File: config.mk
export PLATFORM = sky130hd
export DESIGN_NAME = tsf_fifo
export DESIGN_NICKNAME = d
export VERILOG_FILES = /design/src/hdl/tsf_pkg.sv /design/src/hdl/tsf_fifo.sv
export SDC_FILE = /design/constraint.sdc
export NUM_CORES = 1
export LEC_CHECK = 0
export ABC_AREA = 1
export BUFFER_PORTS_ARGS = -buffer_cell sky130_fd_sc_hd__buf_2
export CAP_MARGIN = 20
export CORE_AREA = 5 5 442 444
export CTS_BUF_LIST = sky130_fd_sc_hd__clkbuf_16
export DETAILED_ROUTE_END_ITERATION = 10
export DIE_AREA = 0 0 447 449
export SETUP_SLACK_MARGIN = 0.3
export SYNTH_ARGS = -nofsm -noshare
export SYNTH_HDL_FRONTEND = slang
export SYNTH_SLANG_ARGS = --single-unit
File: constraint.sdc
create_clock -name i_clk -period 40.2 [get_ports i_clk]
set_input_delay 10.05 -clock i_clk [delete_from_list [all_inputs] [get_ports i_clk]]
set_output_delay 10.05 -clock i_clk [all_outputs]
set_load 0.005 [all_outputs]
File: src/hdl/tsf_pkg.sv
package tsf_pkg;

    localparam int COUNT_BITS = 32;
    localparam int EXP_W      = $clog2(COUNT_BITS + 1);
    localparam int N_COORDS   = 9;
    localparam int J_W        = $clog2(N_COORDS + 1);
    localparam int Q_DEPTH    = 2;
    localparam int Q_PW       = (Q_DEPTH > 1) ? $clog2(Q_DEPTH) : 1;
    localparam int Q_CW       = $clog2(Q_DEPTH + 1);

    localparam logic [63:0] K_GOLD  = 64'h9E3779B97F4A7C15;
    localparam logic [63:0] K_MIX1  = 64'hBF58476D1CE4E5B9;
    localparam logic [63:0] K_MIX2  = 64'h94D049BB133111EB;
    localparam logic [63:0] K_TRISD = 64'hCBF29CE484222325;
    localparam logic [63:0] K_CNTSD = 64'h243F6A8885A308D3;
    localparam int          PRIME_SH  = 40;
    localparam logic [63:0] PRIME_LOW = 64'h1B3;

    // index of the count mix, after the nine coordinate mixes
    localparam logic [J_W-1:0] CNT_IDX = J_W'(N_COORDS);

    typedef logic [2:0][63:0] t_corner;

    // coordinates packed corner by corner, x y z within each corner
    typedef struct packed {
        logic [N_COORDS-1:0][63:0] coord;
        logic                      last;
    } t_item;

endpackage

File: src/hdl/tsf_fifo.sv
module tsf_fifo
    import tsf_pkg::*;
(
    input  logic  i_clk,
    input  logic  i_rst_n,
    input  logic  i_push,
    input  t_item i_item,
    output logic  o_full,
    input  logic  i_pop,
    output logic  o_empty,
    output t_item o_head
);

    t_item            r_mem [Q_DEPTH];
    logic [Q_PW-1:0]  r_wp, n_wp;
    logic [Q_PW-1:0]  r_rp, n_rp;
    logic [Q_CW-1:0]  r_cnt, n_cnt;

    function automatic logic [Q_PW-1:0] ptr_inc(input logic [Q_PW-1:0] p);
        logic [Q_PW-1:0] res;
        if (p == Q_PW'(Q_DEPTH - 1)) begin
            res = '0;
        end else begin
            res = p + Q_PW'(1);
        end
        return res;
    endfunction

    assign o_full  = (r_cnt == Q_CW'(Q_DEPTH));
    assign o_empty = (r_cnt == '0);
    assign o_head  = r_mem[r_rp];

    always_comb begin
        n_wp  = r_wp;
        n_rp  = r_rp;
        n_cnt = r_cnt;
        if (i_push) begin
            n_wp = ptr_inc(r_wp);
        end
        if (i_pop) begin
            n_rp = ptr_inc(r_rp);
        end
        if (i_push && !i_pop) begin
            n_cnt = r_cnt + Q_CW'(1);
        end else if (!i_push && i_pop) begin
            n_cnt = r_cnt - Q_CW'(1);
        end
    end

    always_ff @(posedge i_clk) begin
        if (!i_rst_n) begin
            r_wp  <= '0;
            r_rp  <= '0;
            r_cnt <= '0;
        end else begin
            r_wp  <= n_wp;
            r_rp  <= n_rp;
            r_cnt <= n_cnt;
        end
    end

    always_ff @(posedge i_clk) begin
        if (i_push) begin
            r_mem[r_wp] <= i_item;
        end
    end

endmodule

# [Word level (Yosys, flattened, before mapping)]
# Memory sizes are Yosys's and may differ from the RTL's. A register that Yosys moved wholly into a read port is not among the register bits.
# Index checks and enable logic that the tools add are counted.
# W data, S select, Z words.
[op_classes] addsub=4 eq_ne=1 mux=8 reduce_logical=6
[op_table] cell="$mux W1" n=6
[op_table] cell="$mux W2" n=2
[op_table] cell="$add A1 B1 Y1 const B" n=2
[op_table] cell="$add A2 B1 Y2 const B" n=1
[op_table] cell="$eq A2 B2 Y1 const B" n=1
[op_table] cell="$logic_and A1 B1 Y1" n=2
[op_table] cell="$logic_not A1 Y1" n=2
[op_table] cell="$logic_not A2 Y1" n=1
[op_table] cell="$reduce_bool A2 Y1" n=1
[op_table] cell="$sub A2 B1 Y2 const B" n=1
[totals] reg_bits=4 ramBits=1154 inputBits=581 output_inout_bits=579 wordCells=23 mem_count=1
[memory_table] memory="r_mem" words=2 width=577 rd=1 rd_clocked_by_memory_dff=1 write_ports=1 line="tsf_fifo.sv:14" rtl="t_item r_mem [Q_DEPTH];"

# [Depth between registers and ports, before layout]
[logic_depth] word_depth=4 mapped_depth=8 depth_no_buf=8

# [Least setup slack after synthesis]
# Ideal clock, no wire load.
[synth_timing] kind="input port to flip-flop" from="input port i_push" to="memory r_mem[0][0] (netlist name), enable pin" setup_ns=1.549 arrival_time_ns=34.174 t_required_ns=38.651 slack_ns=4.477 cell_stages=2 path_buffers=0 cell_sequence="inv_1 nor2_1"
[synth_via] elab_chain_len=2
[synth_lines] element="from (decl)" line="tsf_fifo.sv:6" rtl="input logic i_push,"
[synth_lines] element="$mux W1" line="tsf_fifo.sv:63" rtl="if (i_push) begin"
[synth_lines] element="$mux W1 (not written as such)" line="tsf_fifo.sv:64" rtl="r_mem[r_wp] <= i_item;"
[synth_lines] element="to (decl)" line="tsf_fifo.sv:14"
# Every way passes these cells.

==> impl_metrics.json <==
{
  "path_max_fanout": 78,
  "endpoint_kind": "output pin",
  "multi_input_comb_area_um2": 6600,
  "cts-hold-fix-buffers": 0,
  "drt-vias-per-instance": 4.02,
  "syn_inst": 1830,
  "avgSynthCellArea_um2": 23.0,
  "maxCapViolCount": 0,
  "gp_congestion": 0.950,
  "die_y_um": 449,
  "ctsResizeCount": 0,
  "setup_tns_ns": 0,
  "synth_edf_count": 1154,
  "worstMarginPinSlew_ns": 1.08,
  "setup_viol": 0,
  "cpMaxStageDelayCell": "buf_4",
  "ios": 1160,
  "synth.top_cells.by_count": "edfxtp_1 (1154), mux2_2 (577), buf_6 (60)",
  "drive_above_1_share_pct": 61.2,
  "worst_setup_path_start_kind": "register",
  "ant_nets": 0,
  "drt-wirelength-per-cell_um": 24.8,
  "finalClockSkew_ns": 0.0537,
  "syn_to_final_growth_pct": 30.4,
  "synth_top_cell_by_area": "edfxtp_1",
  "grt_overflow_total": 0,
  "ctsRootBufferMaster": "clkbuf_16",
  "dp_hpwl_mm": 109,
  "clkTransAtPathRegs_ns": 0.06,
  "crit_buf_inv": 4,
  "rows": 161,
  "crit_family": "buffers and inverters",
  "clock-sinks": 1159,
  "async_flop_share_pct": 0,
  "vdd_ir_drop_max_mv": 0.0357,
  "antenna_found_initial": 87,
  "tritoncts": "built",
  "dieArea_um2": 201000,
  "cp_common_cell": "buf_4",
  "status": "finished clean",
  "cp.arrival_ns": 4.80,
  "cts_buffers": 130,
  "slowest_delay_ns": 0.88,
  "slew_headroom_pct": 27.9,
  "yosysSeqAreaShare_pct": 82.6,
  "initial_core_util_pct": 22.0,
  "grt_pass1_vias": 23300,
  "drt_wl_total_mm": 142,
  "track_usage_pct": 13.5,
  "synth_fp_nets": 2412,
  "slew_viol_final": 0,
  "period_needed_ns": 14.85,
  "cp_cell_sequence": "buf_4 -> buf_4 -> buf_4 -> mux2_2 -> buf_2",
  "ys_ff_latch": 1159,
  "yosys_warnings": 0,
  "clk_latency_ns": 0.76,
  "max_freq_ghz": 0.0673,
  "p_leak_nw": 20.0,
  "fin_crit_sh_pct": 37.0,
  "port_buffers": 1159,
  "fillers": 19000,
  "synth_top_area_share_pct": 82.4,
  "finalHoldViolations": 0,
  "synth_area_leaders": "edfxtp_1 (82%), mux2_2 (15%), buf_6 (1.6%)",
  "fin_hold_ws_ns": 0.504,
  "crit_type": "register to output pin",
  "synth.distinct_cells": 13,
  "p_per_area_nw_per_um2": 51.5,
  "rsz0062_at_grt": "false",
  "hold_path_class": "register to register",
  "fp.dieW_um": 447,
  "yosysMostFrequentCell": "edfxtp_1",
  "htreeDepth": 4,
  "synthFlopType": "edfxtp_1",
  "grt_start_max_net_pins": 143,
  "syn_area_um2": 42100,
  "post-cts-setup-buffers": 0,
  "grt_first_pass_wirelength_mm": 190,
  "cts_buffer_depth": 3,
  "cp.required_ns": 30.15,
  "vias": 23100,
  "seq_area_um2": 34800,
  "dr.pass1.iters": 5,
  "core_region_area_um2": 191000,
  "fin_nets": 3662,
  "drc": 0,
  "first_iter_violations": 1700
}
-- state kept, by name, summed over array words and instances (netlist names), named ones only --
| register | cells |
|---|---|
| r_cnt | 2 |
| r_wp | 1 |
| r_rp | 1 |
| r_mem | 1154 |
-- cell type report --
cell class | instances | share of cell area [%]
Inverter | 8 | 0.0684
Antenna cell | 31 | 0.141
Clock buffer | 130 | 5.93
Sequential cell | 1159 | 63.4
Tap cell | 2526 | 5.76
Multi-Input combinational cell | 599 | 12.0
Clock inverter | 101 | 1.78
Timing Repair Buffer | 1182 | 10.9
-- logic make-up after synthesis --
group	synth area share, %
AOI/OAI and AO/OA	0.0238
adders and majority gates	0.0297
buffers and inverters	1.72
DFF	82.6
muxes	15.4
and+or+nand+nor	0.178
-- worst paths after layout --
kind	depth (start not counted)	start	endpoint	slack (ns)
max	5	register	o_head[75]	25.35
max reg2reg	5	r_wp$_SDFFE_PN0P_	r_mem[1][248]$_DFFE_PP_	35.96
min	2	r_rp$_SDFFE_PN0P_	r_rp$_SDFFE_PN0P_	0.50
min reg2reg	2	r_rp$_SDFFE_PN0P_	r_rp$_SDFFE_PN0P_	0.50
-- per-layer routing --
metal,GRT usage (%),share of wire [%],vias up
li1,-,-,9911
met4,4.14,2.8,20
met1,16.0,38,11700
met5,0,0.091,-
met3,4.45,8.5,283
met2,23.4,50,1126
-- worst reg2reg max path, stage by stage, from the launching register on --
cell and delay (ns):
dfxtp_1 0.39, nand2_1 0.17, inv_8 0.64, buf_4 0.91, buf_4 0.82, buf_4 0.90
-- cell usage in the layout (no fill, tap or decap), drive strengths merged --
cell type	Yosys	final
a21oi	1	1
buf	64	1182
bufinv	0	10
clkbuf	0	130
clkinv	0	50
clkinvlp	0	3
dfxtp	5	5
diode	0	31
edfxtp	1154	1154
ha	1	1
inv	8	46
mux2	577	577
nand2	8	8
nand3	1	1
nand4	1	1
nor2	9	9
o21ai	1	1
-- report_power, final --
part / leakage, nW / internal (W) / total (W) / switching (W)
registers: 10.9 / 0.00140 / 0.00142 / 0.0000175
logic: 6.94 / 0.000107 / 0.000240 / 0.000133
clock network: 2.15 / 0.000665 / 0.00116 / 0.000499
total: 20.0 / 0.00218 / 0.00282 / 0.000650
-- per-stage QoR --
stage	utilization [%]	instance area [um2]	setup WS [ns]	power, W	instances
after detailed placement	26.4	50600	26.02	0.00169	5474
after floorplan	-	42100	4.48	0.00160	1830
final	28.7	54900	25.35	0.00282	5736
after global routing	28.7	54800	25.04	0.00294	5718
after CTS	28.7	54800	25.13	0.00287	5705
after global placement	26.4	50600	26.07	0.00169	5474
No activity file was read; power rests on OpenSTA's default activity.
