--- src/hdl/tsf_pkg.sv ---
package tsf_pkg;

    localparam int COUNT_BITS = 32;
    localparam int EXP_W      = $clog2(COUNT_BITS + 1);
    localparam int N_COORDS   = 9;
    localparam int J_W        = $clog2(N_COORDS + 1);
    localparam int Q_DEPTH    = 2;
    localparam int Q_PW       = (Q_DEPTH > 1) ? $clog2(Q_DEPTH) : 1;
    localparam int Q_CW       = $clog2(Q_DEPTH + 1);

    localparam logic [63:0] K_GOLD  = 64'h9E3779B97F4A7C15;
    localparam logic [63:0] K_MIX1  = 64'hBF58476D1CE4E5B9;
    localparam logic [63:0] K_MIX2  = 64'h94D049BB133111EB;
    localparam logic [63:0] K_TRISD = 64'hCBF29CE484222325;
    localparam logic [63:0] K_CNTSD = 64'h243F6A8885A308D3;
    localparam int          PRIME_SH  = 40;
    localparam logic [63:0] PRIME_LOW = 64'h1B3;

    // index of the count mix, after the nine coordinate mixes
    localparam logic [J_W-1:0] CNT_IDX = J_W'(N_COORDS);

    typedef logic [2:0][63:0] t_corner;

    // coordinates packed corner by corner, x y z within each corner
    typedef struct packed {
        logic [N_COORDS-1:0][63:0] coord;
        logic                      last;
    } t_item;

endpackage

--- src/hdl/tsf_front.sv ---
module tsf_front
    import tsf_pkg::*;
(
    input  logic    i_clk,
    input  logic    i_rst_n,
    input  logic    i_push,
    output logic    o_full,
    input  t_corner i_a,
    input  t_corner i_b,
    input  t_corner i_c,
    input  logic    i_last,
    input  logic    i_q_full,
    output logic    o_q_push,
    output t_item   o_q_item
);

    logic    r_vld, n_vld;
    t_corner r_a, r_b, r_c;
    logic    r_last;
    logic    lt_ba, lt_ca, lt_cb;
    logic    sel_b, sel_c;

    function automatic logic is_nan(input logic [63:0] v);
        return (v[62:52] == 11'h7FF) && (v[51:0] != 52'd0);
    endfunction

    function automatic logic is_zero(input logic [63:0] v);
        return v[62:0] == 63'd0;
    endfunction

    function automatic logic f_eq(input logic [63:0] a, input logic [63:0] b);
        logic res;
        if (is_nan(a) || is_nan(b)) begin
            res = 1'b0;
        end else if (is_zero(a) && is_zero(b)) begin
            res = 1'b1;
        end else begin
            res = (a == b);
        end
        return res;
    endfunction

    function automatic logic f_lt(input logic [63:0] a, input logic [63:0] b);
        logic res;
        if (is_nan(a) || is_nan(b)) begin
            res = 1'b0;
        end else if (is_zero(a) && is_zero(b)) begin
            res = 1'b0;
        end else if (a[63] != b[63]) begin
            res = a[63];
        end else if (!a[63]) begin
            res = (a < b);
        end else begin
            res = (a > b);
        end
        return res;
    endfunction

    function automatic logic corner_less(input t_corner l, input t_corner r);
        logic res;
        if (!f_eq(l[0], r[0])) begin
            res = f_lt(l[0], r[0]);
        end else if (!f_eq(l[1], r[1])) begin
            res = f_lt(l[1], r[1]);
        end else begin
            res = f_lt(l[2], r[2]);
        end
        return res;
    endfunction

    assign o_full   = r_vld && i_q_full;
    assign o_q_push = r_vld && !i_q_full;

    assign lt_ba = corner_less(r_b, r_a);
    assign lt_ca = corner_less(r_c, r_a);
    assign lt_cb = corner_less(r_c, r_b);

    // C takes the lead only if strictly less than whichever of A and B leads
    assign sel_c = lt_ba ? lt_cb : lt_ca;
    assign sel_b = lt_ba && !sel_c;

    always_comb begin
        if (sel_c) begin
            o_q_item.coord = {r_b, r_a, r_c};
        end else if (sel_b) begin
            o_q_item.coord = {r_a, r_c, r_b};
        end else begin
            o_q_item.coord = {r_c, r_b, r_a};
        end
        o_q_item.last = r_last;
    end

    always_comb begin
        n_vld = r_vld;
        if (i_push && !o_full) begin
            n_vld = 1'b1;
        end else if (o_q_push) begin
            n_vld = 1'b0;
        end
    end

    always_ff @(posedge i_clk) begin
        if (!i_rst_n) begin
            r_vld <= 1'b0;
        end else begin
            r_vld <= n_vld;
        end
    end

    always_ff @(posedge i_clk) begin
        if (i_push && !o_full) begin
            r_a    <= i_a;
            r_b    <= i_b;
            r_c    <= i_c;
            r_last <= i_last;
        end
    end

endmodule

--- config.mk ---
export PLATFORM = sky130hd
export DESIGN_NAME = tsf_front
export DESIGN_NICKNAME = d
export VERILOG_FILES = /design/src/hdl/tsf_pkg.sv /design/src/hdl/tsf_front.sv
export SDC_FILE = /design/constraint.sdc
export NUM_CORES = 2
export LEC_CHECK = 0
export BUFFER_PORTS_ARGS = -buffer_cell sky130_fd_sc_hd__buf_2
export CORE_AREA = 2 2 458 460
export CTS_CLUSTER_SIZE = 10
export DETAILED_ROUTE_END_ITERATION = 12
export DIE_AREA = 0 0 460 462
export SYNTH_ARGS = -nofsm -noshare
export SYNTH_HDL_FRONTEND = slang
export SYNTH_SLANG_ARGS = --single-unit
export TNS_END_PERCENT = 50
--- constraint.sdc ---
create_clock -name i_clk -period 34.4 [get_ports i_clk]
set_clock_uncertainty 0.05 [all_clocks]
set_input_delay 5.16 -clock i_clk [delete_from_list [all_inputs] [get_ports i_clk]]
set_output_delay 5.16 -clock i_clk [all_outputs]
set_load 0.1 [all_outputs]
# ---- After elaboration in Yosys (flattened, before gate mapping)
# Index checks and enable logic that the tools add are counted.
dict set report word_totals {
  reg_bits 578
  ram_bits 0
  rom_bits 0
  memories 0
  word_cells 168
  latch_bits 0
}
dict set report op_classes {
  n_lt_le_gt_ge 18
  n_eq_ne 24
  muxes 62
  bitwise_logic 0
  shifts 0
  reduce_logical 53
  n_addsub 0
  div 0
  multipliers 0
}
# operator count
set op_table {}
lappend op_table {{two-way mux 576 bit} 2}
lappend op_table {{greater-than comparator 64 bit} 9}
lappend op_table {{< comparator 64 bit} 9}
lappend op_table {{zero test 63 bit} 9}
lappend op_table {{nonzero test 52 bit} 9}
lappend op_table {{equality test 64 bit} 6}
lappend op_table {{equality test 11 bit (second input constant)} 9}
lappend op_table {{two-way mux 1 bit} 60}
lappend op_table {{logical AND 1 bit} 22}
lappend op_table {{logical OR 1 bit} 9}
lappend op_table {{inequality test 1 bit} 9}
lappend op_table {{zero test 1 bit} 3}
lappend op_table {{nonzero test 2 bit} 1}

# ---- Depth between registers and ports, before layout
dict set report logic_depth {
  ltp_word 12
  mapped_depth 16
  ltp_nobuf 13
}

# ---- Worst setup path before layout
# No wires, ideal clock.
dict set report synth_timing {
  path_type {input -> register}
  from {in i_q_full}
  to {reg r_a[0] (netlist bit) (enable)}
  slack_ns 1.870
  path_stages 2
  setup_ns 1.586
  path_buffers 0
  arrival_time_ns 30.894
  t_required_ns 32.764
  path_cell_list {and2_1 nor2b_1}
}
dict set report synth_via {
  elab_chain_cells 3
}
# item line
set synth_rtl {}
lappend synth_rtl {{start: declaration} tsf_front.sv:12} ;# input logic i_q_full,
lappend synth_rtl {{logical AND 1 bit} tsf_front.sv:71} ;# assign o_full = r_vld && i_q_full;
lappend synth_rtl {{zero test 1 bit} tsf_front.sv:111} ;# if (i_push && !o_full) begin
lappend synth_rtl {{logical AND 1 bit} tsf_front.sv:111}
lappend synth_rtl {{end signal: assignment} tsf_front.sv:112} ;# r_a <= i_a;
lappend synth_rtl {{end: declaration} tsf_front.sv:18} ;# t_corner r_a, r_b, r_c;
# No other way between the ends.
# A chain may end at the register's enable or synchronous reset.

==> flow_summary.yaml <==
status:
  status: "complete, no violations"
drt:
  route.met3.wl_um: 25600
  final_antenna_net_count: 0
  routedWlPerCell_um: 30.0
  vias: 43000
  vias_per_cell: 5.13
  dr.first_iter.drc_count: 4626
  top_layer: "met5"
  wl_met2_um: 111000
  postRouteWirelength_um: 252000
  wl_met1_um: 103000
  dr.pass1.iters: 6
  drc_errors: 0
sta:
  max_clock_freq_ghz: 0.0663
  tightest_slew_ns: 1.22
  period_share_pct: 43.8
  final_max_slew_viol_count: 0
  final.setup.worst_slack_ns: 19.32
  period_needed_ns: 15.08
  max-slew-margin-rel_pct: 18.8
  final-setup-viol-count: 0
  hold_slack_ns: 0.616
  rsz0062_at_grt: "false"
  fin_setup_tns_ns: 0
  final_hold_viol_count: 0
floorplan:
  io_pins: 1160
  start_util_pct: 21.7
  dieHeight_um: 462
  core_sq_mm: 0.208
  row_count: 168
  die_w_um: 460
  dieArea_sq_mm: 0.213
yosys:
  synth_edf_count: 577
  seq_area_frac_synth_pct: 38.5
  synth_area_leader_cell: "edfxtp_1"
  synth.top_cells.by_area: "edfxtp_1, ha_1, mux2i_1, a21oi_1, mux2_1"
  ys_async_sr_fraction_pct: 0
  synth_ff_type: "edfxtp_1"
  post_synth_most_frequent_cells: "edfxtp_1, mux2i_1, ha_1, a21oi_1, inv_1"
  synthDistinctLibCells: 69
  synthCells: 4447
  netlist_area_sq_mm: 0.0451
  syn_nets: 5604
  yosysWarnings: 0
  synth.avg_cell_area_sq_um: 10.1
  ys_seq_elements: 578
  yosysTopAreaCellShare_pct: 38.4
setup_path:
  endpoint_kind: "primary output"
  cp_max_fo: 168
  startpoint_type: "flop"
  critical_path_class: "reg2out"
  worstPathArrival_ns: 9.87
  cp.required_ns: 29.19
grt:
  grtUsageTotal_pct: 22.6
  grt_start_max_net_pins: 209
  overflow: 0
  grt_first_pass_wirelength_um: 336000
  grt_pass1_vias: 41000
  antenna_found_initial: 85
power_and_ir_drop:
  leakage_nw: 25.5
  pwr_density_cell_mw_per_mm2: 70.5
  vdd.ir_drop.worst_uv: 73.2
clock_network:
  htreeDepth: 3
  cts_resized: 0
  cts_setup_buffers: 0
  cts_made_buffers: 79
  cts_tree: "built"
  ctsHoldBuffers: 0
  cts.sinks: 578
  clkLatencyLatePin_ns: 0.68
  clock_path_buffers: 3
  ctsRootBufferMaster: "clkbuf_16"
  clkTransAtPathRegs_ns: 0.05
placed_design:
  gp_congestion: 1.01
  port_buffers: 1159
  dp_hpwl_um: 209000
  post-place-ws_ns: 19.80
finish:
  nFillCells: 22100
  drive_above_1_share_pct: 24.3
  regArea_sq_mm: 0.0173
  layout.nets: 6715
  area_growth_pct: 25.2
  multiInputGateArea_sq_mm: 0.0254
job:
  maxCapViolCount: 0
hold_path:
  worstHoldPathType: "reg2reg"
==> path summary, 6_finish.rpt <==
path                                         start            endpoint  slack [ns]  cells past startpoint
worst min register to register  r_vld$_SDFFE_PN0P_  r_vld$_SDFFE_PN0P_        0.62                      2
worst max-delay path             r_a[15]$_DFFE_PP_       o_q_item[302]       19.32                     15
worst min-delay path            r_vld$_SDFFE_PN0P_  r_vld$_SDFFE_PN0P_        0.62                      2
worst max register to register  r_vld$_SDFFE_PN0P_  r_c[140]$_DFFE_PP_       29.70                      6
==> per-stage QoR <==
step / util [%] / instance area (sq um) / power [W] / cells
2_1_floorplan: - / 45100 / 0.00268 / 4447
3_3_place_gp: 25.9 / 53800 / 0.00316 / 8196
3_5_place_dp: 25.9 / 53800 / 0.00316 / 8197
4_1_cts: 27.0 / 56300 / 0.00400 / 8328
5_1_grt: 27.1 / 56400 / 0.00411 / 8372
6_report: 27.1 / 56400 / 0.00398 / 8390
==> flip-flops by register name, summed over array words and instances, names as in the netlist <==
signal / count
r_a: 192
r_last: 1
r_c: 192
r_vld: 1
r_b: 192
==> layer usage <==
layer,track usage (%),vias up
li1,-,19000
met1,28.6,21200
met2,34.6,2401
met3,7.37,425
met4,10.7,30
met5,0,-
==> cell families (layout without fill, tap and decap cells) <==
| group | count (synthesis) | in the layout | synth area share (%) |
|---|---|---|---|
| and+or+nand+nor | 1097 | 1097 | 11.8 |
| AOI/OAI and AO/OA | 850 | 850 | 10.7 |
| muxes | 769 | 769 | 17.6 |
| DFF | 578 | 578 | 38.5 |
| adders and majority gates | 576 | 576 | 16.0 |
| buffers and inverters | 571 | 1732 | 5.34 |
| xor gates and xnor gates | 6 | 6 | 0.117 |
| other | 0 | 62 | 0 |
==> placed cells by master (no fill, tap or decap), types with 79 or more instances in the layout <==
cell / n
clkbuf_16: 79
nand3_1: 86
mux2i_1: 577
edfxtp_1: 577
buf_2: 1160
nor4_1: 165
nor2_1: 258
ha_1: 576
mux2_1: 156
a21oi_1: 409
nand2_1: 343
nand4_1: 154
o21ai_0: 261
inv_1: 400
==> critical path, cell delays in order (launching register included) <==
cell and delay (ns):
edfxtp_1 0.47, nor4_1 0.81, nand4_1 0.52, nor4_1 1.03
o22ai_1 0.36, a2111oi_4 0.67, nand3_1 0.14, mux2i_1 0.56
a221oi_4 0.24, buf_12 0.29, o31ai_4 0.31, buf_4 0.68
buf_4 0.84, buf_4 0.82, mux2i_1 0.77, buf_2 0.56
==> cell type report <==
cell class                      count  area share, %
Tap cell                         2720           6.03
Multi-Input combinational cell   3298           45.0
Sequential cell                   578           30.7
Timing Repair Buffer             1201           10.9
Antenna cell                       62          0.275
Clock buffer                       96           3.62
Clock inverter                     35          0.714
Inverter                          400           2.66
==> where the power goes <==
part	leakage (nW)	switching [W]	internal (W)	total, W
sequential	5.59	0.0000776	0.000830	0.000907
clock	1.18	0.000357	0.000467	0.000824
combinational	18.7	0.00185	0.000402	0.00225
No activity file was read; power rests on OpenSTA's default activity.
