**config.mk**
```make
export PLATFORM = sky130hd
export DESIGN_NAME = tsf_back
export DESIGN_NICKNAME = d
export VERILOG_FILES = /design/src/hdl/tsf_pkg.sv /design/src/hdl/tsf_back.sv
export SDC_FILE = /design/constraint.sdc
export NUM_CORES = 2
export LEC_CHECK = 0
export ABC_AREA = 1
export BUFFER_PORTS_ARGS = -buffer_cell sky130_fd_sc_hd__buf_2
export CAP_MARGIN = 20
export CORE_MARGIN = 2
export CORE_UTILIZATION = 60
export CTS_CLUSTER_SIZE = 10
export DETAILED_ROUTE_END_ITERATION = 10
export PLACE_DENSITY = 0.85
export SLEW_MARGIN = 20
export SYNTH_ARGS = -nofsm -noshare
export SYNTH_HDL_FRONTEND = slang
export SYNTH_SLANG_ARGS = --single-unit
```
**constraint.sdc**
```tcl
create_clock -name i_clk -period 13.51 [get_ports i_clk]
set_clock_uncertainty 0.2 [all_clocks]
set_input_delay 2.0265 -clock i_clk [delete_from_list [all_inputs] [get_ports i_clk]]
set_output_delay 2.0265 -clock i_clk [all_outputs]
set_load 0.03 [all_outputs]
```
**src/hdl/tsf_pkg.sv**
```systemverilog
package tsf_pkg;

    localparam int COUNT_BITS = 32;
    localparam int EXP_W      = $clog2(COUNT_BITS + 1);
    localparam int N_COORDS   = 9;
    localparam int J_W        = $clog2(N_COORDS + 1);
    localparam int Q_DEPTH    = 2;
    localparam int Q_PW       = (Q_DEPTH > 1) ? $clog2(Q_DEPTH) : 1;
    localparam int Q_CW       = $clog2(Q_DEPTH + 1);

    localparam logic [63:0] K_GOLD  = 64'h9E3779B97F4A7C15;
    localparam logic [63:0] K_MIX1  = 64'hBF58476D1CE4E5B9;
    localparam logic [63:0] K_MIX2  = 64'h94D049BB133111EB;
    localparam logic [63:0] K_TRISD = 64'hCBF29CE484222325;
    localparam logic [63:0] K_CNTSD = 64'h243F6A8885A308D3;
    localparam int          PRIME_SH  = 40;
    localparam logic [63:0] PRIME_LOW = 64'h1B3;

    // index of the count mix, after the nine coordinate mixes
    localparam logic [J_W-1:0] CNT_IDX = J_W'(N_COORDS);

    typedef logic [2:0][63:0] t_corner;

    // coordinates packed corner by corner, x y z within each corner
    typedef struct packed {
        logic [N_COORDS-1:0][63:0] coord;
        logic                      last;
    } t_item;

endpackage

```
**src/hdl/tsf_back.sv**
```systemverilog
module tsf_back
    import tsf_pkg::*;
(
    input  logic        i_clk,
    input  logic        i_rst_n,
    input  logic        i_q_empty,
    input  t_item       i_q_head,
    output logic        o_q_pop,
    output logic [63:0] o_fingerprint,
    output logic [31:0] o_triangles_seen,
    output logic        o_set_closed,
    output logic        o_empty,
    input  logic        i_pop
);

    typedef enum logic [6:0] {
        S_IDLE  = 7'b000_0001,
        S_GOLD  = 7'b000_0010,
        S_MIX1  = 7'b000_0100,
        S_MIX2  = 7'b000_1000,
        S_CHAIN = 7'b001_0000,
        S_ACC   = 7'b010_0000,
        S_OUT   = 7'b100_0000
    } t_state;

    localparam logic [1:0] PH_LO  = 2'd0;
    localparam logic [1:0] PH_X1  = 2'd1;
    localparam logic [1:0] PH_X2  = 2'd2;
    localparam int         CNT64_PAD = 64 - COUNT_BITS;

    t_state                r_state, n_state;
    logic [1:0]            r_ph, n_ph;
    logic [J_W-1:0]        r_j, n_j;
    logic [1:0]            r_axis, n_axis;
    logic [63:0]           r_h, n_h;
    logic [63:0]           r_x, n_x;
    logic [63:0]           r_p, n_p;
    logic [63:0]           r_sum, n_sum;
    logic [COUNT_BITS-1:0] r_cnt, n_cnt;
    logic [EXP_W-1:0]      r_e, n_e;
    logic [COUNT_BITS:0]   r_npow, n_npow;
    logic [63:0]           r_dbl, n_dbl;
    logic                  r_last, n_last;
    logic                  r_ovld, n_ovld;
    logic [63:0]           r_fp, n_fp;
    logic [31:0]           r_seen, n_seen;
    logic                  r_closed, n_closed;

    logic [63:0]           mul_a, mul_b;
    logic [31:0]           ml, mr;
    logic [63:0]           mprod, full;
    logic [63:0]           bits_raw, bits_f, m0, s_mix;
    logic [63:0]           cnt64, dbl_val, mant_sh;
    logic [5:0]            dbl_sh;
    logic [COUNT_BITS-1:0] cnt_inc;
    logic                  mul_done;

    assign o_fingerprint    = r_fp;
    assign o_triangles_seen = r_seen;
    assign o_set_closed     = r_closed;
    assign o_empty          = !r_ovld;
    assign o_q_pop          = (r_state == S_ACC);

    // one 32x32 partial product per cycle, low 64 bits of the full product
    always_comb begin
        mul_a = (r_state == S_GOLD) ? r_h : r_x;
        case (r_state)
            S_GOLD:  mul_b = K_GOLD;
            S_MIX1:  mul_b = K_MIX1;
            default: mul_b = K_MIX2;
        endcase
        case (r_ph)
            PH_LO: begin
                ml = mul_a[31:0];
                mr = mul_b[31:0];
            end
            PH_X1: begin
                ml = mul_a[31:0];
                mr = mul_b[63:32];
            end
            default: begin
                ml = mul_a[63:32];
                mr = mul_b[31:0];
            end
        endcase
    end

    assign mprod    = {32'd0, ml} * {32'd0, mr};
    assign full     = {r_p[63:32] + mprod[31:0], r_p[31:0]};
    assign mul_done = (r_ph == PH_X2);

    always_comb begin
        bits_raw = r_dbl;
        for (int i = 0; i < N_COORDS; i++) begin
            if (r_j == J_W'(i)) begin
                bits_raw = i_q_head.coord[i];
            end
        end
    end

    // fold -0 onto +0
    assign bits_f = (bits_raw[62:0] == 63'd0) ? 64'd0 : bits_raw;
    assign m0     = bits_f ^ full;
    assign s_mix  = full ^ (full >> 31);

    // count as a double: exponent tracked in r_e as floor(log2) + 1
    assign cnt64   = {{CNT64_PAD{1'b0}}, r_cnt};
    assign dbl_sh  = 6'd53 - 6'(r_e);
    assign mant_sh = cnt64 << dbl_sh;
    assign dbl_val = (r_e == '0) ? 64'd0
                   : {1'b0, 11'd1022 + 11'(r_e), mant_sh[51:0]};
    assign cnt_inc = r_cnt + COUNT_BITS'(1);

    always_comb begin
        n_state  = r_state;
        n_ph     = r_ph;
        n_j      = r_j;
        n_axis   = r_axis;
        n_h      = r_h;
        n_x      = r_x;
        n_p      = r_p;
        n_sum    = r_sum;
        n_cnt    = r_cnt;
        n_e      = r_e;
        n_npow   = r_npow;
        n_dbl    = r_dbl;
        n_last   = r_last;
        n_ovld   = r_ovld && !i_pop;
        n_fp     = r_fp;
        n_seen   = r_seen;
        n_closed = r_closed;

        if (r_state == S_GOLD || r_state == S_MIX1 || r_state == S_MIX2) begin
            if (r_ph == PH_LO) begin
                n_p = mprod;
            end else begin
                n_p = full;
            end
            n_ph = mul_done ? PH_LO : r_ph + 2'd1;
        end

        case (r_state)
            S_IDLE: begin
                if (!i_q_empty) begin
                    n_h     = K_TRISD;
                    n_j     = '0;
                    n_axis  = '0;
                    n_ph    = PH_LO;
                    n_state = S_GOLD;
                end
            end
            S_GOLD: begin
                if (mul_done) begin
                    n_x     = m0 ^ (m0 >> 30);
                    n_state = S_MIX1;
                end
            end
            S_MIX1: begin
                if (mul_done) begin
                    n_x     = full ^ (full >> 27);
                    n_state = S_MIX2;
                end
            end
            S_MIX2: begin
                if (mul_done) begin
                    n_x     = s_mix;
                    n_state = (r_j == CNT_IDX) ? S_OUT : S_CHAIN;
                end
            end
            S_CHAIN: begin
                n_h = (r_x << PRIME_SH) + (r_x * PRIME_LOW) + {62'd0, r_axis} + 64'd1;
                n_j = r_j + J_W'(1);
                n_axis = (r_axis == 2'd2) ? 2'd0 : r_axis + 2'd1;
                n_state = (r_j == CNT_IDX - J_W'(1)) ? S_ACC : S_GOLD;
            end
            S_ACC: begin
                // fold the triangle in, drop the queue entry, prepare the count mix
                n_sum  = r_sum + r_h;
                n_last = i_q_head.last;
                if (r_cnt != '1) begin
                    n_cnt = cnt_inc;
                    if ({1'b0, cnt_inc} == r_npow) begin
                        n_e    = r_e + EXP_W'(1);
                        n_npow = r_npow << 1;
                    end
                end
                n_h     = K_CNTSD;
                n_state = S_OUT;
                n_j     = CNT_IDX;
                n_state = S_GOLD;
                n_dbl   = r_dbl;
            end
            S_OUT: begin
                if (!r_ovld || i_pop) begin
                    n_ovld   = 1'b1;
                    n_fp     = r_x ^ r_sum;
                    n_seen   = cnt64[31:0];
                    n_closed = r_last;
                    if (r_last) begin
                        n_sum  = '0;
                        n_cnt  = '0;
                        n_e    = '0;
                        n_npow = (COUNT_BITS + 1)'(1);
                    end
                    n_state = S_IDLE;
                end
            end
            default: begin
                n_state = S_IDLE;
            end
        endcase

        // the double of the count is loaded in the first step of the count mix, the cycle after S_ACC updates the count
        if (r_state == S_GOLD && r_j == CNT_IDX && r_ph == PH_LO) begin
            n_dbl = dbl_val;
        end
    end

    always_ff @(posedge i_clk) begin
        if (!i_rst_n) begin
            r_state <= S_IDLE;
            r_ph    <= PH_LO;
            r_sum   <= '0;
            r_cnt   <= '0;
            r_e     <= '0;
            r_npow  <= (COUNT_BITS + 1)'(1);
            r_ovld  <= 1'b0;
        end else begin
            r_state <= n_state;
            r_ph    <= n_ph;
            r_sum   <= n_sum;
            r_cnt   <= n_cnt;
            r_e     <= n_e;
            r_npow  <= n_npow;
            r_ovld  <= n_ovld;
        end
    end

    always_ff @(posedge i_clk) begin
        r_j      <= n_j;
        r_axis   <= n_axis;
        r_h      <= n_h;
        r_x      <= n_x;
        r_p      <= n_p;
        r_dbl    <= n_dbl;
        r_last   <= n_last;
        r_fp     <= n_fp;
        r_seen   <= n_seen;
        r_closed <= n_closed;
    end

endmodule

```
# After elaboration in Yosys (flattened, before gate mapping)
# Cells that the tools add are included.
# W data, S select, Z words.
[classes] eq_ne=29 n_bitwise=5 shifts=1 addsub=12 n_reduce_logical=26 mul=2 muxes=57
[op_table] operator="$mux W64" n=18
[op_table] operator="$pmux W64 S3" n=2
[op_table] operator="$mux W32" n=5
[op_table] operator="$mux W33" n=4
[op_table] operator="$add A64 B64 Y64" n=2
[op_table] operator="$pmux W64 S2" n=1
[op_table] operator="$xor A64 B64 Y64" n=2
[op_table] operator="$pmux W62 S2" n=1
[op_table] operator="$pmux W33 S2" n=1
[op_table] operator="$add A64 B1 Y64 const B" n=1
[op_table] operator="$add A64 B2 Y64" n=1
[op_table] operator="$mul A32 B32 Y64" n=1
[op_table] operator="$mul A64 B9 Y64 const B" n=1
[op_table] operator="$pmux W32 S2" n=1
[op_table] operator="$xor A64 B33 Y64" n=1
[op_table] operator="$xor A64 B34 Y64" n=1
[op_table] operator="$xor A64 B37 Y64" n=1
[op_table] operator="$logic_not A63 Y1" n=1
[op_table] operator="$shl A32 B6 Y52" n=1
[op_table] operator="$pmux W7 S7" n=1
[op_table] operator="$mux W7" n=6
[op_table] operator="$eq A32 B33 Y1" n=1
[op_table] operator="$add A32 B1 Y32 const B" n=1
[op_table] operator="$add A32 B32 Y32" n=1
[op_table] operator="41 further kinds" n=76
[word_totals] regBits=505 input_bits=581 output_inout_bits=99 wordCells=151

# Longest topological paths before layout
[logic_depth] depth_word=16 ltp_mapped=53 depth_no_buf=49

# Worst setup path after synthesis
# Ideal clock, no wire load.
[synth_timing] path_kind="register -> register" startpoint="reg r_state[6]" endpoint="reg r_x[33] (data pin)" arrival_time_ns=9.516 required_ns=13.056 path_buffers=5 period_less_slack_ns=9.969 setup_time_ns=0.254 path_stages_with_launch=49 path_slack_ns=3.541 cell_sequence="dfxtp_1 > nor3_1 > nand2_1 > inv_1 > clkbuf_1 > clkbuf_1 > buf_1 > nand2_1 > nand3_1 > nand2_1 > clkbuf_1 > nor2_1 > inv_1 > fa_1 > inv_1 > fa_1 > inv_1 > fa_1 > [... 13 more ...] > a21boi_1 > o21ai_0 > a21boi_1 > o21ai_1 > xor2_1 > ha_1 > nand2_1 > nor2_1 > inv_1 > nor2_1 > inv_1 > o2111ai_1 > xor2_1 > inv_1 > nand3_1 > nand3_1 > nand3_1 > nand2_1"
[synth_between] elab_chain_len=9 word_cells_on_any_way=17 classes_between="add/sub: 1; mul: 1; eq/ne: 3; mux: 8; bitwise: 4"
[synth_rtl] item="from (decl)" line_no="tsf_back.sv:31" source="t_state r_state, n_state;"
[synth_rtl] item="from (signal assigned)" line_no="tsf_back.sv:229" source="r_state <= n_state;"
[synth_rtl] item="$eq A7 B3 Y1 or $eq A7 B2 Y1 (tied branches)" line_no="tsf_back.sv:67, tsf_back.sv:66"
[synth_rtl] item="$pmux W62 S2 or $mux W64 (tied branches)" line_no="tsf_back.sv:67, tsf_back.sv:66"
[synth_rtl] item="$mux W32" line_no="tsf_back.sv:72" source="case (r_ph)"
[synth_rtl] item="$mul A32 B32 Y64 (*)" line_no="tsf_back.sv:88" source="assign mprod = {32'd0, ml} * {32'd0, mr};"
[synth_rtl] item="named net mprod[29]" line_no="tsf_back.sv:51" source="logic [63:0] mprod, full;"
[synth_rtl] item="$add A32 B32 Y32 (*)" line_no="tsf_back.sv:89" source="assign full = {r_p[63:32] + mprod[31:0], r_p[31:0]};"
[synth_rtl] item="$xor A64 B64 Y64 (*)" line_no="tsf_back.sv:103" source="assign m0 = bits_f ^ full;"
[synth_rtl] item="$xor A64 B34 Y64 (*)" line_no="tsf_back.sv:154" source="n_x = m0 ^ (m0 >> 30);"
[synth_rtl] item="$mux W64 (*)" line_no="tsf_back.sv:153" source="if (mul_done) begin"
[synth_rtl] item="$pmux W64 S3 (*)" line_no="tsf_back.sv:142" source="case (r_state)"
[synth_rtl] item="named net n_x[33]" line_no="tsf_back.sv:36" source="logic [63:0] r_x, n_x;"
[synth_rtl] item="to (signal assigned)" line_no="tsf_back.sv:243" source="r_x <= n_x;"
[synth_rtl] item="to (decl)" line_no="tsf_back.sv:36"
# The timed path passes the listed nets; every way through them passes the cells marked *. The select of a mux whose other input is x is not followed.
# A chain may end at the register's enable or synchronous reset.

# Worst setup path after layout
[layout_timing] startpoint="reg r_state[2]" endpoint="reg r_x[30] (data pin)"
[layout_between] elab_chain_len=9 word_cells_on_any_way=17 classes_between="add/sub: 1; mul: 1; eq/ne: 3; mux: 8; bitwise: 4"
[layout_rtl] item="$eq A7 B3 Y1 or $eq A7 B2 Y1 (tied branches)" line_no="tsf_back.sv:67, tsf_back.sv:66"
[layout_rtl] item="$pmux W62 S2 or $mux W64 (tied branches)" line_no="tsf_back.sv:67, tsf_back.sv:66"
[layout_rtl] item="$mux W32" line_no="tsf_back.sv:72"
[layout_rtl] item="$mul A32 B32 Y64 (*)" line_no="tsf_back.sv:88"
[layout_rtl] item="named net mprod[28]" line_no="tsf_back.sv:51"
[layout_rtl] item="$add A32 B32 Y32 (*)" line_no="tsf_back.sv:89"
[layout_rtl] item="$xor A64 B64 Y64" line_no="tsf_back.sv:103"
[layout_rtl] item="$xor A64 B34 Y64" line_no="tsf_back.sv:154"
[layout_rtl] item="$mux W64" line_no="tsf_back.sv:153"
[layout_rtl] item="$pmux W64 S3 (*)" line_no="tsf_back.sv:142"
[layout_rtl] item="named net n_x[30]" line_no="tsf_back.sv:36"
# Marks and branches as above.

==> flow_summary.ini <==
[outcome]
run_status = finished, violations left
violations = design-rule violations

[layout]
drive_above_1_share_pct = 9.46
nets = 13400
fin_cells = 13000
area_growth_pct = 8.93

[clocking]
cts_hold_repair.buffers = 0
post_cts_buffers = 0
cts-buffers-inserted = 61
cts_tree = done
cts_max_level = 2
cts.sinks = 504
clockBufferDepth = 3
cts.repair.resized = 0
cts_root_buf = clkbuf_16
path_clk_slew_ns = 0.06
clk_latency_ns = 0.71

[critical_path]
cp_data_required_time_ns = 13.68
critPathKind = reg2reg
critical_path.max_stage_delay_ns = 0.74
cp_common_cell = fa_1
worstSetupEndpointType = flip-flop
worstPathArrival_ns = 12.78
startpoint_type = flip-flop
cp_slowest_cell = clkinv_1
cp_max_fo = 62

[detailed_routing]
vias = 80500
detail-route-antenna-nets = 0
viasPerCell = 6.20
first_pass_iters = 11
wl_per_cell_microns = 27.8
drc = 6
first_iter_violations = 12900
drt_wl_total_microns = 361000

[synthesis]
ys_ff_latch = 504
yosysMostFrequentCell = nand2_1
syn_area_sq_um = 80600
yosysUniqueCellTypes = 60
yosys.area.top_type = fa_1
async_flop_share_pct = 0
synth-edff-count = 359
synth-main-ff-cell = edfxtp_1
syn_nets = 12900
yosysTopAreaCellShare_pct = 28.5
synthCells = 10700
ys_top_cells_by_count = nand2_1 (2494), inv_1 (2122), fa_1 (1146)
synth_seq_area_share_pct = 17.0
avgSynthCellArea_sq_um = 7.56
synth.area.top_cells = fa_1 (28%), edfxtp_1 (13%), nand2_1 (12%)
yosysWarnings = 0

[global_routing]
grt_usage_pct = 52.0
use_met1_pct = 65.7
overflow = 0
grt_pass1_wl_microns = 516000
busiest_layer = met2
grt_max_degree = 91
grtUsageMet2_pct = 73.0
use_met3_pct = 20.1
grt_pass1_vias = 78800
grt_antenna_before_repair = 46

[place]
numPortBuffers = 679
place.gp.congestion = 1.12
dp_cells = 12800
dp_hpwl_microns = 294000

[timing]
max_freq_ghz = 0.0793
finalSetupViolCount = 0
hold_viol_final = 0
rsz0062_at_grt = false
slew_headroom_pct = 10.1
tns_ns = 0
finalCritPeriodShare_pct = 93.3
period_needed_ns = 12.61
slew_viol_final = 0
worst_pin_slew_ns = 1.33

[floorplanning]
initial_core_util_pct = 60.4
die_x_microns = 371
die_h_microns = 371
rows = 134
die-area_sq_um = 137000
io_pins = 680
core_sq_um = 133000

[flow_run]
cap_viol_max_count = 0

[hold_path]
hold_class = reg2reg
-- stage by stage --
step / instance area [sq um] / utilization [%] / setup slack (ns) / hold WS (ns)
after floorplan: 80600 / - / 3.54 / 0.203
after global placement: 85800 / 64.3 / 1.25 / 0.264
after detailed placement: 85800 / 64.3 / 1.05 / 0.275
after CTS: 87700 / 65.7 / 0.907 / 0.289
after global routing: 87800 / 65.8 / 0.442 / 0.315
final: 87800 / 65.8 / 0.904 / 0.291
-- routing by layer --
layer  part of all wire (%)  vias to the layer above
li1                       -                    33800
met1                     34                    38200
met2                     40                     6688
met3                     16                     1801
met4                    9.3                       24
met5                  0.048                        -
-- state kept, by name, summed over array words and instances (netlist names), 4 cells and up --
register / cells
o_fingerprint: 64
r_h: 64
r_p: 64
r_sum: 64
r_x: 64
r_dbl: 63
r_npow: 33
o_triangles_seen: 32
r_cnt: 32
r_state: 7
r_e: 6
r_j: 4
-- cell type report --
type | instances | area (sq um)
antenna | 38 | 95.1
clock buffer | 104 | 1790
clock inverter | 11 | 158
fill | 11500 | 45600
inverter | 2157 | 8100
multi-input combinational | 7616 | 57500
sequential | 504 | 13700
tap | 1768 | 2210
timing repair buffer | 801 | 4330
-- path summary, 6_finish.rpt --
path	slack [ns]	to	start	depth (start not counted)
min	0.29	r_npow[32]	r_npow[32]	2
min reg2reg	0.29	r_npow[32]	r_npow[32]	2
max	0.90	r_x[30]	r_state[2]	41
max reg2reg	0.90	r_x[30]	r_state[2]	41
-- critical path: cells and delay by family, from the launching register on --
kind,cells,cell delay (ns)
xor+xnor,2,0.84
compound gates,5,1.34
fa+ha+maj,10,4.98
simple gates,15,2.53
buf+inv,9,1.90
flops,1,0.43
-- cells in the final DEF (no fill, tap or decap), types with 10 or more instances in the layout --
cell type	count
nand3_1	490
a21oi_1	542
inv_1	2112
clkinv_1	33
clkbuf_8	10
o221ai_1	33
nor2_1	1043
nor3_1	59
o22ai_1	12
clkbuf_16	61
or2_2	120
o21bai_1	15
nand4_1	34
a31oi_1	75
edfxtp_1	359
buf_4	121
buf_2	679
inv_2	10
nand2_1	2489
ha_1	543
mux2i_1	40
diode_2	38
fa_1	1146
dfxtp_1	144
o21ai_0	433
xor2_1	222
nor2_2	10
nand3b_1	32
clkbuf_1	33
nor4_1	22
o21a_1	26
xnor2_1	74
o211ai_1	39
a21o_1	18
a21boi_0	11
-- logic make-up after synthesis --
logic type                 Yosys count  share of synthesized area (%)
DFF                                504                           17.0
buffers and inverters             2549                           11.9
AOI/OAI and AO/OA                 1256                           8.62
xor gates and xnor gates           299                           3.25
and+or+nand+nor                   4331                           21.8
muxes                               40                          0.497
adders and majority gates         1690                           36.9
Power is not shown: default switching activity piles up to over one toggle a cycle in this logic, so the estimate is an artifact.
